File: src/hdl/trsb_pkg.sv
// ----------------------------------------------------------------------------
// trsb_pkg
// Types, constants and helpers shared by the retention buffer modules.
// ----------------------------------------------------------------------------
package trsb_pkg;

  localparam int DEPTH   = 64;
  localparam int IDX_W   = $clog2(DEPTH);
  localparam int CNT_W   = $clog2(DEPTH + 1);
  localparam int STAMP_W = 63;
  localparam int PAY_W   = 64;
  localparam int DIST_W  = 32;
  localparam int RET_W   = 40;
  localparam logic [RET_W-1:0] RET_RESET = 40'd1000000000;

  typedef enum logic [1:0] {
    OP_PUSH  = 2'd0,
    OP_QUERY = 2'd1,
    OP_GATE  = 2'd2,
    OP_CLEAR = 2'd3
  } op_t;

  typedef struct packed {
    op_t                op;
    logic [STAMP_W-1:0] stamp;
    logic [STAMP_W-1:0] stamp_end;
    logic [PAY_W-1:0]   payload;
    logic               rejected;
    logic               evaluated;
    logic [DIST_W-1:0]  distance;
  } cmd_t;

  typedef struct packed {
    logic [STAMP_W-1:0] stamp;
    logic [PAY_W-1:0]   payload;
    logic               rejected;
    logic               evaluated;
    logic [DIST_W-1:0]  distance;
  } entry_t;

  typedef struct packed {
    logic               entry_valid;
    entry_t             ent;
    logic               last;
    logic [CNT_W-1:0]   entry_count;
    logic [STAMP_W-1:0] newest_stamp;
    logic               gate_matched;
    logic               overflow;
  } res_t;

  typedef enum logic [3:0] {
    ST_IDLE,
    ST_EV_RD,
    ST_EV_CMP,
    ST_PUSH_DEC,
    ST_FULL_CMP,
    ST_INS_RD,
    ST_INS_CMP,
    ST_Q_RD,
    ST_Q_CMP,
    ST_G_RD,
    ST_G_CMP,
    ST_FIN
  } state_t;

  // Physical slot of a logical position in the ring.
  function automatic logic [IDX_W-1:0] phys(input logic [IDX_W-1:0] head,
                                             input logic [CNT_W-1:0] pos);
    logic [CNT_W:0] sum;
    sum = (CNT_W+1)'(head) + (CNT_W+1)'(pos);
    if (sum >= (CNT_W+1)'(DEPTH)) begin
      sum = sum - (CNT_W+1)'(DEPTH);
    end
    return sum[IDX_W-1:0];
  endfunction

endpackage

File: src/hdl/trsb_ifs.sv
// ----------------------------------------------------------------------------
// trsb_ifs
// Valid/ready channel interfaces for input items, results and configuration.
// ----------------------------------------------------------------------------
interface trsb_in_if;
  logic                           valid;
  logic                           ready;
  logic [1:0]                     operation;
  logic [trsb_pkg::STAMP_W-1:0]   stamp;
  logic [trsb_pkg::STAMP_W-1:0]   stamp_end;
  logic [trsb_pkg::PAY_W-1:0]     payload;
  logic                           rejected_in;
  logic                           evaluated_in;
  logic [trsb_pkg::DIST_W-1:0]    distance_in;
  modport source (output valid, operation, stamp, stamp_end, payload, rejected_in,
                  evaluated_in, distance_in, input ready);
  modport sink (input valid, operation, stamp, stamp_end, payload, rejected_in,
                evaluated_in, distance_in, output ready);
endinterface


File: src/hdl/trsb_front.sv
// ----------------------------------------------------------------------------
// trsb_front
// Accepts input items, decodes the operation and queues up to two commands.
// ----------------------------------------------------------------------------
module trsb_front (
  input  logic              clk,
  input  logic              rst_n,
  trsb_in_if.sink           in_ch,
  output logic              cmd_valid,
  output trsb_pkg::cmd_t    cmd,
  input  logic              cmd_pop
);

  trsb_pkg::cmd_t q_r [2];
  logic           rd_ptr_r, rd_ptr_nxt;
  logic           wr_ptr_r, wr_ptr_nxt;
  logic [1:0]     cnt_r, cnt_nxt;
  logic           push;
  logic           pop;
  trsb_pkg::cmd_t in_cmd;

  always_comb begin
    in_cmd.op        = trsb_pkg::op_t'(in_ch.operation);
    in_cmd.stamp     = in_ch.stamp;
    in_cmd.stamp_end = in_ch.stamp_end;
    in_cmd.payload   = in_ch.payload;
    in_cmd.rejected  = in_ch.rejected_in;
    in_cmd.evaluated = in_ch.evaluated_in;
    in_cmd.distance  = in_ch.distance_in;
  end

  assign in_ch.ready = (cnt_r != 2'd2);
  assign push        = in_ch.valid && in_ch.ready;
  assign pop         = cmd_pop && (cnt_r != 2'd0);
  assign cmd_valid   = (cnt_r != 2'd0);
  assign cmd         = q_r[rd_ptr_r];

  always_comb begin
    rd_ptr_nxt = pop ? ~rd_ptr_r : rd_ptr_r;
    wr_ptr_nxt = push ? ~wr_ptr_r : wr_ptr_r;
    cnt_nxt    = cnt_r + 2'(push) - 2'(pop);
  end

  always_ff @(posedge clk) begin
    if (!rst_n) begin
      rd_ptr_r <= 1'b0;
      wr_ptr_r <= 1'b0;
      cnt_r    <= 2'd0;
    end else begin
      rd_ptr_r <= rd_ptr_nxt;
      wr_ptr_r <= wr_ptr_nxt;
      cnt_r    <= cnt_nxt;
    end
  end

  always_ff @(posedge clk) begin
    if (push) begin
      q_r[wr_ptr_r] <= in_cmd;
    end
  end

endmodule

File: src/flat_wrapper.sv
// flat-port wrapper written by rule: the top's interface ports become plain ports
module trsb_front_flat 
  (clk, rst_n, cmd_valid, cmd, cmd_pop, in_ch_valid, in_ch_operation, in_ch_stamp, in_ch_stamp_end, in_ch_payload, in_ch_rejected_in, in_ch_evaluated_in, in_ch_distance_in, in_ch_ready);
  trsb_in_if in_ch_i ();
  input  logic clk;
  input  logic rst_n;
  output logic cmd_valid;
  output trsb_pkg::cmd_t cmd;
  input  logic cmd_pop;
  input wire logic [$bits(in_ch_i.valid)-1:0] in_ch_valid;
  input wire logic [$bits(in_ch_i.operation)-1:0] in_ch_operation;
  input wire logic [$bits(in_ch_i.stamp)-1:0] in_ch_stamp;
  input wire logic [$bits(in_ch_i.stamp_end)-1:0] in_ch_stamp_end;
  input wire logic [$bits(in_ch_i.payload)-1:0] in_ch_payload;
  input wire logic [$bits(in_ch_i.rejected_in)-1:0] in_ch_rejected_in;
  input wire logic [$bits(in_ch_i.evaluated_in)-1:0] in_ch_evaluated_in;
  input wire logic [$bits(in_ch_i.distance_in)-1:0] in_ch_distance_in;
  output wire logic [$bits(in_ch_i.ready)-1:0] in_ch_ready;
  assign in_ch_i.valid = in_ch_valid;
  assign in_ch_i.operation = in_ch_operation;
  assign in_ch_i.stamp = in_ch_stamp;
  assign in_ch_i.stamp_end = in_ch_stamp_end;
  assign in_ch_i.payload = in_ch_payload;
  assign in_ch_i.rejected_in = in_ch_rejected_in;
  assign in_ch_i.evaluated_in = in_ch_evaluated_in;
  assign in_ch_i.distance_in = in_ch_distance_in;
  assign in_ch_ready = in_ch_i.ready;
  trsb_front u_core (.clk(clk), .rst_n(rst_n), .in_ch(in_ch_i), .cmd_valid(cmd_valid), .cmd(cmd), .cmd_pop(cmd_pop));
endmodule
File: config.mk
export PLATFORM = sky130hd
export DESIGN_NAME = trsb_front_flat
export DESIGN_NICKNAME = d
export VERILOG_FILES = /design/src/hdl/trsb_pkg.sv /design/src/hdl/trsb_ifs.sv /design/src/hdl/trsb_front.sv /design/src/flat_wrapper.sv
export SDC_FILE = /design/constraint.sdc
export NUM_CORES = 1
export LEC_CHECK = 0
export ABC_AREA = 0
export BUFFER_PORTS_ARGS = -buffer_cell sky130_fd_sc_hd__buf_2
export CORE_AREA = 2 2 178 180
export DETAILED_ROUTE_END_ITERATION = 10
export DIE_AREA = 0 0 180 182
export HOLD_SLACK_MARGIN = 0.08
export PLACE_DENSITY = 0.83
export SKIP_LAST_GASP = 1
export SYNTH_ARGS = -nofsm -noshare
export SYNTH_HDL_FRONTEND = slang
export SYNTH_SLANG_ARGS = --single-unit
export TNS_END_PERCENT = 100
File: constraint.sdc
create_clock -name clk -period 35 [get_ports clk]
set_input_delay 5.25 -clock clk [delete_from_list [all_inputs] [get_ports clk]]
set_output_delay 5.25 -clock clk [all_outputs]
set_load 0.01 [all_outputs]
# --- Word level (Yosys, flattened, before mapping) ---
# Memory sizes are Yosys's and may differ from the RTL's. A register that Yosys moved wholly into a read port is not among the register bits.
# Cells that the tools add are included.
word_totals:
  ff_bits: 4
  latchBits: 0
  mem_bits_rw: 452
  rom_bits: 0
  in_bits: 230
  out_inout_bits: 228
  wordCells: 16
  memories: 1
classes:
  add_sub_neg: 2
  multipliers: 0
  div_mod_pow: 0
  order_cmp: 0
  n_eq_ne: 1
  shifts: 0
  muxes: 4
  bitwise_logic: 2
  reduce_logical: 3
memory_table:
  columns: ["memory", "words", "word_bits", "read_ports", "rd_ports_with_merged_regs", "wr", "line", "rtl"]
  rows:
  - ["u_core.q_r", 2, 226, 1, 1, 1, "trsb_front.sv:14", "trsb_pkg::cmd_t q_r [2];"]
ops:
  columns: ["op", "count"]
  rows:
  - ["2-to-1 mux 1 bit", 4]
  - ["adder 2 x 1 -> 2 bit", 1]
  - ["logical AND 1 bit", 2]
  - ["inequality test 2 bit, second input constant", 1]
  - ["inverter 1 bit", 2]
  - ["nonzero test 2 bit", 1]
  - ["subtractor 2 x 1 -> 2 bit", 1]

# --- Longest topological paths before layout ---
# Gate-level depths: netlist of run 1.
depth:
  depth_word: 4
  mapped_depth: 7

# --- Least setup slack after synthesis of run 1 ---
# OpenSTA, ideal clock, no wires.
synth_timing:
  path_kind: "input -> register"
  startpoint: "input port in_ch_valid"
  endpoint: "memory u_core.q_r[0][0] (netlist name), enable pin"
  setup_ps: 843
  arrival_ps: 15318
  t_required_ps: 34157
  slack_ps: 18839
  cell_stages: 2
  n_path_buf: 0
  path_cell_list: "and2_1 nor2b_1"
synth_via:
  elab_chain_len: 3
synth_rtl:
  columns: ["item", "line", "rtl"]
  rows:
  - ["from (decl)", "flat_wrapper.sv:10", "input wire logic [$bits(in_ch_i.valid)-1:0] in_ch_valid;"]
  - ["logical AND 1 bit", "trsb_front.sv:33", "assign push = in_ch.valid && in_ch.ready;"]
  - ["2-to-1 mux 1 bit", "trsb_front.sv:57", "if (push) begin"]
  - ["2-to-1 mux 1 bit (implied by the code)", "trsb_front.sv:58", "q_r[wr_ptr_r] <= in_cmd;"]
  - ["to (decl)", "trsb_front.sv:14", null]
# No other way between the ends.

==> results.txt, run 1 <==
Die W -> 180 um
CTS tree -> yes
Clock transition at path regs -> 0.06 ns
min Tclk post-route -> 9.04 ns
Register Area -> 13700 um^2
Total GRT Usage -> 0.201
Starting Density -> 0.552
area leader, netlist -> edfxtp_1
post-placement cell area -> 19800 um^2
Clock Latency Late Sink -> 0.54 ns
clock skew -> 0.0168 ns
Synth top area share -> 0.793
port buffer count -> 457
fin area -> 21200 um^2
CP startpoint kind -> flop
Final TNS setup -> 0 ns
RSZ-0062 raised after global routing -> no
Leak Pwr -> 8.20 nW
I/O Pins -> 458
DR WL/cell -> 20.8 um
root buffer selected by CTS -> clkbuf_16
startpoint of the worst hold path -> u_core.rd_ptr_r$_SDFFE_PN0P_
CP arrival -> 3.79 ns
Max Cap Violations -> 0
Die H -> 182 um
share of layout cells above drive strength 1 -> 0.607
Die ar. -> 32800 um^2
RD Place Congestion -> 0.818
WP buf/inv -> 3
max-slew violations -> 0
CP max FO -> 76
Setup Fix Bufs, Post-CTS -> 0
maximum VDD drop -> 0.0000512 V
final net count -> 1450
most used cell, CP -> buf_4
worst setup margin -> 25.96 ns
most common cell after layout, fill and taps aside -> buf_2
vias in the first global route -> 8849
largest net degree at the start of global routing -> 80
Iter 0 DRT Violations -> 584
vias after detailed routing -> 8636
critical path's top delay family -> buffers and inverters
Max clock buf depth -> 3
crit path cell chain -> buf_4 > buf_4 > mux2_2 > buf_2
Min-Delay Path Class -> reg -> reg
WP data required -> 29.75 ns
final core utilization -> 0.684
Fmax achieved -> 111 MHz
synthesized net count -> 962
CTS Buf Count -> 45
synthesis-stage register bit count -> 457
pwr/cell area -> 74.9 nW/um^2
CORE AREA -> 31000 um^2
clk sinks -> 457
Post-Syn Area per Cell -> 23.4 um^2
multi-input logic area -> 3210 um^2
FILL cells -> 1984
WL final -> 34.6 mm
max_slew headroom -> 0.258
status -> completed
first-pass GRT wire length -> 50.3 mm
Worst path max stage delay -> 0.91 ns
# resized after CTS -> 0
vias per cell -> 5.19
DRC errors left -> 0
post-synth cell types -> 21
total gr overflow -> 0
cts hold-fix bufs -> 0
post-route antenna net violation count -> 0
worst r2r src -> u_core.cnt_r[0]$_SDFF_PN0_
final hold violations -> 0
Detail Placement HPWL -> 23.4 mm
cell count after synthesis -> 730
Seq/Total Area, Yosys -> 0.799
crit end category -> primary output
Crit Path Class -> reg -> out
initial antenna violation count -> 10
Final Non-Filler Cells -> 1664
number of synthesis warnings -> 0
most frequent cells in the layout -> 457 x buf_2, 452 x edfxtp_1, 140 x mux2_4, 86 x mux2_2, 47 x clkbuf_16
slowest cell on the critical path -> buf_4
# setup viols final -> 0
fin crit share -> 0.258
worst slew pin tran -> 1.11 ns
dpl cells -> 1573
DR pass1 iterations -> 5
area grow syn2layout -> 23.9%
Row Count -> 65
synthesized area -> 17100 um^2
H-tree depth -> 2
Place WS -> 26.48 ns
synth top area cells -> edfxtp_1 79%, mux2_4 12%, mux2_2 5.7%, buf_6 1.1%, dfxtp_1 0.58%
cell usage after synthesis, drive strengths merged:
cell type  count
and2           3
and3           1
buf           25
dfxtp          5
edfxtp       452
ha             2
inv            3
mux2         226
nand2          1
nand2b         1
nand4b         1
nor2           3
nor2b          1
nor3           1
o21a           1
o21ai          1
or2            1
xnor2          1
xor2           1
per-stage QoR:
stage	hold slack [ns]	power (W)
3_5_place_dp	0.515	0.00114
2_1_floorplan	0.453	0.00102
4_1_cts	0.527	0.00160
6_report	0.529	0.00159
5_1_grt	0.568	0.00165
3_3_place_gp	0.498	0.00113
cell type report:
cell class	instances	share of cell area
diodes	9	0.00106
clock buffers	58	0.0574
clock inverters	24	0.00985
inverters	3	0.000531
multi-input cells	245	0.151
flip-flops and latches	457	0.645
well taps	402	0.0237
repair buffers	466	0.111
flip-flops by register name (all words and copies together), names as in the netlist, named ones only:
name,cells
u_core.cnt_r,2
u_core.q_r,452
u_core.rd_ptr_r,1
u_core.wr_ptr_r,1
metal layers:
metal	track usage	share of wire
met1	0.234	0.37
met2	0.351	0.52
met3	0.0550	0.077
met4	0.0888	0.033
met5	0	0.00020
power breakdown:
part	leakage [nW]	switching (W)	internal [W]
registers	4.26	0.0000278	0.000695
logic	3.24	0.000202	0.000201
clock network	0.706	0.000193	0.000269
worst paths after layout:
kind	to	slack (ns)	depth (start not counted)
worst max-delay path	cmd[1]	25.96	4
worst min-delay path	u_core.rd_ptr_r$_SDFFE_PN0P_	0.53	2
worst max register to register	u_core.q_r[0][145]$_DFFE_PP_	31.42	5
worst min register to register	u_core.rd_ptr_r$_SDFFE_PN0P_	0.53	2
tightest hold or removal path: cells and delay by family (launching register included):
family,cells,cell delay [ns]
flops,1,0.33
xor+xnor,1,0.09
simple gates,1,0.08
kinds of logic after synthesis:
family,count (synthesis),share of synthesized area
xor gates and xnor gates,2,0.00102
buffers and inverters,28,0.0142
DFF,457,0.799
and+or+nand+nor,13,0.00424
AOI/OAI and AO/OA,2,0.000731
muxes,226,0.179
adders and majority gates,2,0.00146
Power figures use the tool's default switching activity.
==> inputs of run 2 (changes only) <==
Settings changed: CORE_AREA 2 2 178 180 to 2 2 194 196, DIE_AREA 0 0 180 182 to 0 0 196 198, PLACE_DENSITY 0.83 to 0.74.
Clock period 35 ns to 7.9 ns, I/O delays scaled along.
==> results.txt, run 2 (same netlist as run 1, synthesis figures left out) <==
CP max FO -> 126 (+66%)
cts hold-fix bufs -> 0 (unchanged)
post-route antenna net violation count -> 0 (unchanged)
area grow syn2layout -> 24.0%
largest net degree at the start of global routing -> 139 (+74%)
Crit Path Class -> reg -> out
WL final -> 34.0 mm (-2.0%)
Die H -> 198 um (+8.8%)
CTS Buf Count -> 46 (+2.2%)
max FFs per register -> 452 (unchanged)
Total GRT Usage -> 0.169 (-0.0325)
RD Place Congestion -> 0.759 (-7.2%)
Clock Latency Late Sink -> 0.56 ns (+0.02 ns)
Row Count -> 71 (+9.2%)
status -> completed
DR pass1 iterations -> 5 (unchanged)
Reg-to-Reg End -> u_core.q_r[0][207]$_DFFE_PP_
CP arrival -> 2.77 ns (-1.02 ns)
Leak Pwr -> 8.15 nW (-0.66%)
min Tclk post-route -> 3.95 ns
overall power -> 0.00696 W (+340%)
I/O Pins -> 458 (unchanged)
clk sinks -> 457 (unchanged)
fin area -> 21200 um^2 (+0.11%)
first-pass GRT wire length -> 49.5 mm (-1.5%)
pwr/cell area -> 328 nW/um^2 (+340%)
DR WL/cell -> 19.6 um (-5.8%)
share of layout cells above drive strength 1 -> 0.600 (-0.00686)
initial antenna violation count -> 13 (+3)
Die W -> 196 um (+8.9%)
Largest Register -> u_core.q_r
slowest cell on the critical path -> dfxtp_4
RSZ-0062 raised after global routing -> no
Starting Density -> 0.463 (-0.0892)
vias per cell -> 4.94 (-4.8%)
Max clock buf depth -> 3 (unchanged)
Setup Fix Bufs, Post-CTS -> 0 (unchanged)
Clock transition at path regs -> 0.06 ns (about the same)
Detail Placement HPWL -> 22.6 mm (-3.4%)
total gr overflow -> 0 (unchanged)
critical path's top delay family -> buffers and inverters
Final Non-Filler Cells -> 1732 (+4.1%)
vias in the first global route -> 8935 (+0.97%)
WP data required -> 6.71 ns (-23.04 ns)
root buffer selected by CTS -> clkbuf_16
Iter 0 DRT Violations -> 410 (-30%)
max-slew violations -> 0 (unchanged)
# setup viols final -> 0 (unchanged)
Fmax achieved -> 253 MHz
top flop regs -> u_core.q_r x452, u_core.cnt_r x2
worst setup margin -> 3.95 ns (-22.01 ns)
port buffer count -> 457 (unchanged)
fin crit share -> 0.500
# resized after CTS -> 0 (unchanged)
Place WS -> 4.32 ns (-22.15 ns)
Max Cap Violations -> 0 (unchanged)
post-placement cell area -> 19900 um^2 (+0.55%)
maximum VDD drop -> 0.000243 V (+370%)
crit end category -> primary output
most common cell after layout, fill and taps aside -> buf_2
clock skew -> 0.0177 ns (+0.000884 ns)
dpl cells -> 1644 (+4.5%)
Die ar. -> 38800 um^2 (+18%)
CP startpoint kind -> flop
Final TNS setup -> 0 ns (unchanged)
worst r2r src -> u_core.cnt_r[0]$_SDFF_PN0_
CTS tree -> yes
Hold Crit Endpoint -> u_core.rd_ptr_r$_SDFFE_PN0P_
final hold violations -> 0 (unchanged)
CORE AREA -> 37000 um^2 (+19%)
vias after detailed routing -> 8557 (-0.91%)
H-tree depth -> 2 (unchanged)
final net count -> 1450 (unchanged)
Min-Delay Path Class -> reg -> reg
DRC errors left -> 0 (unchanged)
most frequent cells in the layout -> 457 x buf_2, 452 x edfxtp_1, 140 x mux2_4, 86 x mux2_2, 47 x clkbuf_16
startpoint of the worst hold path -> u_core.rd_ptr_r$_SDFFE_PN0P_
FILL cells -> 2784 (+40%)
crit path cell chain -> buf_12 > mux2_2 > buf_2
worst slew pin tran -> 1.13 ns (+0.0181 ns)
Worst path max stage delay -> 0.68 ns (-0.23 ns)
R2R setup slack -> 5.04 ns (-26.38 ns)
Min-Delay Path Depth -> 2 (unchanged)
max_slew headroom -> 0.246 (-0.0120)
R2R depth -> 5 (unchanged)
WP buf/inv -> 2 (-1)
-- run 2: cell types whose count changed in the layout (fill, tap and decap cells not counted) --
cell and delta:
inv_8 -1, clkinvlp_4 +1, bufinv_16 -2, buf_12 +2, clkinv_1 +7, buf_4 -3
clkinv_2 -6, clkinv_4 -2
-- run 2: worst reg2reg max path: stages, from the launching register on --
cell	delay, ns
dfxtp_1	0.36
nand2b_1	0.19
and2_1	0.19
nor2b_4	0.16
buf_4	0.52
buf_4	0.93
-- run 2: cell type report --
cell class                 instances  area, um^2  area share
clock inverter                    21         124     0.00584
sequential                       457       13700       0.644
multi-input combinational        245        3210       0.151
timing repair buffer             465        2370       0.112
tap                              474         593      0.0279
clock buffer                      58        1220      0.0573
antenna                            9        22.5     0.00106
inverter                           3        11.3    0.000530
-- run 2: stage by stage --
step	hold WS [ns]	utilization
final	0.521	0.574
after global routing	0.555	0.574
after CTS	0.529	0.574
after detailed placement	0.509	0.538
after global placement	0.497	0.538
after floorplan	0.464	-
-- run 2: routing by layer --
metal | up-vias | global-route usage | wire length (um)
met4 | 10 | 0.0685 | 934
met3 | 69 | 0.0639 | 2790
met1 | 4250 | 0.190 | 12700
met5 | - | 0 | 61
met2 | 342 | 0.291 | 17400
li1 | 3886 | - | -
-- run 2: how the worst max path moves through the flow --
stage / endpoint / slack (ns) / cells after the start
floorplan: u_core.q_r[0][0]$_DFFE_PP_ / 0.20 / 2
global placement: u_core.q_r[0][10]$_DFFE_PP_ / 4.36 / 5
detailed placement: u_core.q_r[0][13]$_DFFE_PP_ / 4.32 / 5
CTS: cmd[15] / 3.88 / 3
global route: cmd[15] / 3.80 / 3
finish: cmd[9] / 3.95 / 3
-- run 2: power by group --
part           switching [W]  leakage, nW  total (W)  internal, W
clock               0.000854        0.652    0.00197      0.00112
sequential          0.000109         4.26    0.00318      0.00308
combinational       0.000903         3.24    0.00180     0.000902
total                0.00187         8.15    0.00696      0.00509
